[src/rtl/core/fbc_pkg.sv]
//------------------------------------------------------------------------------
// fbc_pkg: shared types and constants of the 64-bit Feistel block cipher
// Holds the substitution table, the round function and the pipeline stage type.
//------------------------------------------------------------------------------
`default_nettype none

package fbc_pkg;

   localparam int WORD_W    = 32;
   localparam int KEY_COUNT = 8;
   localparam int KEY_IDX_W = 3;
   localparam int ROT_LEFT  = 11;

   // Eight 4-bit S-boxes
   localparam logic [3:0] SBOX_TABLE [KEY_COUNT][16] = '{
      '{4'd12, 4'd4,  4'd6,  4'd2,  4'd10, 4'd5,  4'd11, 4'd9,
        4'd14, 4'd8,  4'd13, 4'd15, 4'd3,  4'd7,  4'd0,  4'd1},
      '{4'd6,  4'd8,  4'd2,  4'd3,  4'd9,  4'd10, 4'd5,  4'd12,
        4'd1,  4'd14, 4'd4,  4'd7,  4'd11, 4'd13, 4'd0,  4'd15},
      '{4'd11, 4'd3,  4'd5,  4'd8,  4'd2,  4'd15, 4'd10, 4'd13,
        4'd14, 4'd1,  4'd7,  4'd4,  4'd12, 4'd9,  4'd6,  4'd0},
      '{4'd12, 4'd8,  4'd2,  4'd1,  4'd13, 4'd4,  4'd10, 4'd7,
        4'd3,  4'd15, 4'd5,  4'd6,  4'd9,  4'd0,  4'd11, 4'd14},
      '{4'd10, 4'd5,  4'd15, 4'd6,  4'd12, 4'd11, 4'd3,  4'd14,
        4'd7,  4'd13, 4'd8,  4'd0,  4'd9,  4'd4,  4'd1,  4'd2},
      '{4'd9,  4'd7,  4'd12, 4'd8,  4'd5,  4'd14, 4'd3,  4'd0,
        4'd6,  4'd2,  4'd10, 4'd1,  4'd11, 4'd13, 4'd4,  4'd15},
      '{4'd4,  4'd10, 4'd7,  4'd12, 4'd0,  4'd15, 4'd2,  4'd8,
        4'd14, 4'd1,  4'd6,  4'd5,  4'd13, 4'd11, 4'd9,  4'd3},
      '{4'd7,  4'd13, 4'd10, 4'd1,  4'd0,  4'd8,  4'd9,  4'd15,
        4'd14, 4'd4,  4'd6,  4'd12, 4'd11, 4'd2,  4'd5,  4'd3}
   };

   // One pipeline slot: block halves travel with their mode and valid bit
   typedef struct packed {
      logic              valid;
      logic              func;
      logic [WORD_W-1:0] n1;
      logic [WORD_W-1:0] n2;
   } stage_type;

   // Round function: add key, substitute nibbles, rotate left
   function automatic logic [WORD_W-1:0] round_fn(input logic [WORD_W-1:0] half,
                                                 input logic [WORD_W-1:0] kw);
      logic [WORD_W-1:0] sum;
      logic [WORD_W-1:0] sub;
      logic [7:0]        byte_val;
      sum = half + kw;
      sub = '0;
      // High nibble of byte b uses box 2b, low nibble box 2b+1
      for (int b = 0; b < 4; b++) begin
         byte_val          = sum[8*b +: 8];
         sub[8*b + 4 +: 4] = SBOX_TABLE[2*b][byte_val[7:4]];
         sub[8*b +: 4]     = SBOX_TABLE[2*b + 1][byte_val[3:0]];
      end
      return (sub << ROT_LEFT) | (sub >> (WORD_W - ROT_LEFT));
   endfunction

endpackage

`default_nettype wire

[src/rtl/core/fbc_round.sv]
//------------------------------------------------------------------------------
// fbc_round: one Feistel round and its stage register
// Computes one round on the incoming slot and registers it when the pipe moves.
//------------------------------------------------------------------------------
`default_nettype none

module fbc_round
   import fbc_pkg::*;
(
   input  wire logic              clock,
   input  wire logic              reset,
   input  wire logic              advance,
   input  wire logic [WORD_W-1:0] key_enc,
   input  wire logic [WORD_W-1:0] key_dec,
   input  wire stage_type         stage_up,
   output stage_type              stage_dn
);

   stage_type         stage_ff;
   stage_type         stage_in;
   logic [WORD_W-1:0] round_key;

   // Pick the key word by mode
   assign round_key = stage_up.func ? key_dec : key_enc;

   // Swap halves through the round function
   always_comb begin
      stage_in       = stage_up;
      stage_in.n1    = stage_up.n2 ^ round_fn(stage_up.n1, round_key);
      stage_in.n2    = stage_up.n1;
   end

   // Advance the slot, valid under reset
   always_ff @(posedge clock) begin
      if (reset) begin
         stage_ff.valid <= 1'b0;
      end else if (advance) begin
         stage_ff.valid <= stage_in.valid;
      end
      if (advance) begin
         stage_ff.func <= stage_in.func;
         stage_ff.n1   <= stage_in.n1;
         stage_ff.n2   <= stage_in.n2;
      end
   end

   assign stage_dn = stage_ff;

endmodule

`default_nettype wire
[config.mk]
export PLATFORM = sky130hd
export DESIGN_NAME = fbc_round
export DESIGN_NICKNAME = d
export VERILOG_FILES = /design/src/rtl/core/fbc_pkg.sv /design/src/rtl/core/fbc_round.sv
export SDC_FILE = /design/constraint.sdc
export NUM_CORES = 1
export LEC_CHECK = 0
export BUFFER_PORTS_ARGS = -buffer_cell sky130_fd_sc_hd__buf_2
export CAP_MARGIN = 20
export CORE_MARGIN = 3
export CORE_UTILIZATION = 45
export DETAILED_ROUTE_END_ITERATION = 8
export PLACE_DENSITY = 0.76
export SETUP_SLACK_MARGIN = 0.3
export SKIP_CTS_REPAIR_TIMING = 1
export SLEW_MARGIN = 10
export SYNTH_ARGS = -nofsm -noshare
export SYNTH_HDL_FRONTEND = slang
export SYNTH_SLANG_ARGS = --single-unit
[constraint.sdc]
create_clock -name clock -period 4.65 [get_ports clock]
set_input_delay 0.465 -clock clock [delete_from_list [all_inputs] [get_ports clock]]
set_output_delay 0.465 -clock clock [all_outputs]
set_load 0.05 [all_outputs]
==> impl_metrics.ini <==
[run_status]
status = complete, no violations

[detailed_routing]
totalWireLength_um = 14900
via_count = 4796
drc = 0
antenna_left = 0
via_per_inst = 5.33
dr.pass1.iters = 4
routedWlPerCell_um = 16.5
drt_iter0_drc = 368

[floorplanning]
dieArea_mm2 = 0.0141
io_pins = 199
row_count = 40
die_h_um = 119
initial_core_util_pct = 46.8
dieWidth_um = 119
core-area_mm2 = 0.0122

[power_and_ir_drop]
p_sw_share_pct = 43.7
leakagePower_nw = 3.30
p_seq_share_pct = 26.7
power_density_mw_per_mm2 = 449
irDropWorstVdd_uv = 231
p_comb_share_pct = 54.8
p_int_w = 0.00184
p_clk_share_pct = 18.5
p_sw_w = 0.00142

[logic_synthesis]
synth_top_family_by_area = adder cells
ys.flop_type = edfxtp_1
synthMuxAreaShare_pct = 12.5
synthCells = 516
synth_edf_count = 65
yosysTopAreaCellShare_pct = 34.2
synthSimpleGateAreaFrac_pct = 8.74
avgSynthCellArea_um2 = 11.1
async_reset_ff_share_pct = 0
synth_warnings = 0
syn-num-nets = 721
ys_types = 71
ys_seq_area_share_pct = 34.5
synth_area_mm2 = 0.00571
synth_adder_area_share_pct = 15.9
ys_ff_latch = 66
synth_top_cell_by_area = edfxtp_1
synth_area_leaders = edfxtp_1 (34%), ha_1 (16%), xnor2_1 (6.4%), mux2_2 (6.3%), mux4_2 (3.9%)
synth_compound_area_share_pct = 14.2
synth-xor-area-share_pct = 10.9

[sta]
clock-skew-final_ps = 0
setup_viol = 0
final.min_clock_period_ps = 4120
worst_pin_slew_ps = 875
fmax_mhz = 243
setup_tns_ps = 0
slew_headroom_pct = 41.7
setup_slack_ps = 532
grt_setup_unrepaired = false
finalHoldViolations = 0
slew_viol_final = 0
finalCritPeriodShare_pct = 88.6

[clock_network]
clk_latency_ps = 330
cts.sinks = 66
cts_root_buf = clkbuf_16
path_clk_slew_ps = 60
numCtsBuffers = 9
htree_levels = 3
cts_tree = built
cts_buffer_depth = 2

[global_routing]
grt_usage_pct = 21.0
grt_overflow = 0
grt_pass1_wl_um = 24200
grt_max_degree = 67
antenna_found_initial = 0
grt_pass1_vias = 4984

[final_layout]
diodes = 0
nets = 933
layout_commonest_cell = buf_2
syn_to_final_growth_pct = 27.1
fill_cells = 1036
final_cell_mix = buf_2 (198), ha_1 (71), edfxtp_1 (65)
multi_input_area_mm2 = 0.00359
layout-drive-gt1-share_pct = 39.8
seq_area_mm2 = 0.00197
largest_register_ffs = 66

[flow_run]
drv_cap = 0

[placed_design]
dp_hpwl_um = 11900
gp_congestion = 0.877
pre_cts_ws_ps = 173
port_buffers = 198

[setup_path]
path_class = primary input to register
crit_path_end_kind = register
crit_path_start_kind = primary input
crit_buf_inv = 3
critPathArrivalTime_ps = 4200
crit_family = compound AO/OA/AOI/OAI gates
path_max_fanout = 21
required_ps = 4740
worstPathCellList = buf_2 > buf_12 > mux2_2 > ha_1 > a211oi_2 > nor2_1 > o41ai_4 > o31ai_2 > o21a_1 > o21ai_2 > nand3_1 > a21oi_2 > xor2_2 > inv_1 > ha_1 > mux4_2 > xnor2_1
crit_top_cell = ha_1
slowest_delay_ps = 460
crit_slowest_cell = mux4_2

[min_path]
min_path_type = primary input to register
cells in the mapped netlist (6+ instances only):
library cell,instances
ha_1,71
edfxtp_1,65
xnor2_1,42
a21oi_1,39
inv_1,37
mux2_2,32
nor2_1,24
xor2_1,24
nand2_1,17
o21ai_0,17
a21o_1,14
mux2i_1,13
nand3_1,13
mux4_2,10
nor3_1,8
o21bai_1,6
final timing paths:
check                     from            to  slack (ps)  cells after the start
setup reg to reg  stage_dn[65]  stage_dn[65]        4080                      2
hold / removal           reset  stage_dn[65]         280                      2
hold reg to reg   stage_dn[65]  stage_dn[65]         480                      2
setup / recovery  stage_up[64]  stage_dn[38]         530                     17
per-layer routing:
metal / track usage [%] / up-vias / routed length, µm
li1: - / 2338 / -
met1: 26.1 / 2274 / 6400
met2: 35.9 / 161 / 7260
met3: 4.98 / 23 / 934
met4: 6.81 / 0 / 253
met5: 0 / - / 0
layout make-up:
class | count | share of cell area [%]
repair buffers | 210 | 15.1
inverters | 37 | 1.91
flip-flops and latches | 66 | 27.2
clock inverters | 5 | 0.310
well taps | 168 | 2.90
clock buffers | 10 | 3.15
multi-input cells | 404 | 49.5
power groups by stage:
stage	Sequential, W	Combinational (W)	Clock (W)
after floorplan	0.00134	0.000903	0
after global routing	0.000883	0.00194	0.000637
final	0.000869	0.00179	0.000604
after detailed placement	0.000882	0.00178	0
after global placement	0.000878	0.00171	0
after CTS	0.000872	0.00179	0.000611
through the flow:
stage          util [%]  instance area (µm²)  cells  power [W]  hold slack (ps)
2_1_floorplan         -                 5730    516    0.00224              537
3_3_place_gp       57.2                 6980    885    0.00259              468
3_5_place_dp       57.2                 6980    885    0.00266              478
4_1_cts            59.2                 7230    900    0.00327              280
5_1_grt            59.4                 7260    900    0.00346              278
6_report           59.4                 7260    900    0.00326              281
cells by family (layout without fill, tap and decap cells):
group	Yosys count	count (layout)
AO/OA/AOI/OAI	115	115
XOR/XNOR	68	68
buffers and inverters	46	262
AND/OR/NAND/NOR	94	94
adder cells (fa/ha/maj)	72	72
multiplexers	55	55
flip-flops	66	66
worst register-to-register path: cells and delay by family, from the launching register on:
kind	cells	cell delay [ps]
flip-flops	1	300
multiplexers	1	120
AND/OR/NAND/NOR	1	50
Power figures use the tool's default switching activity.
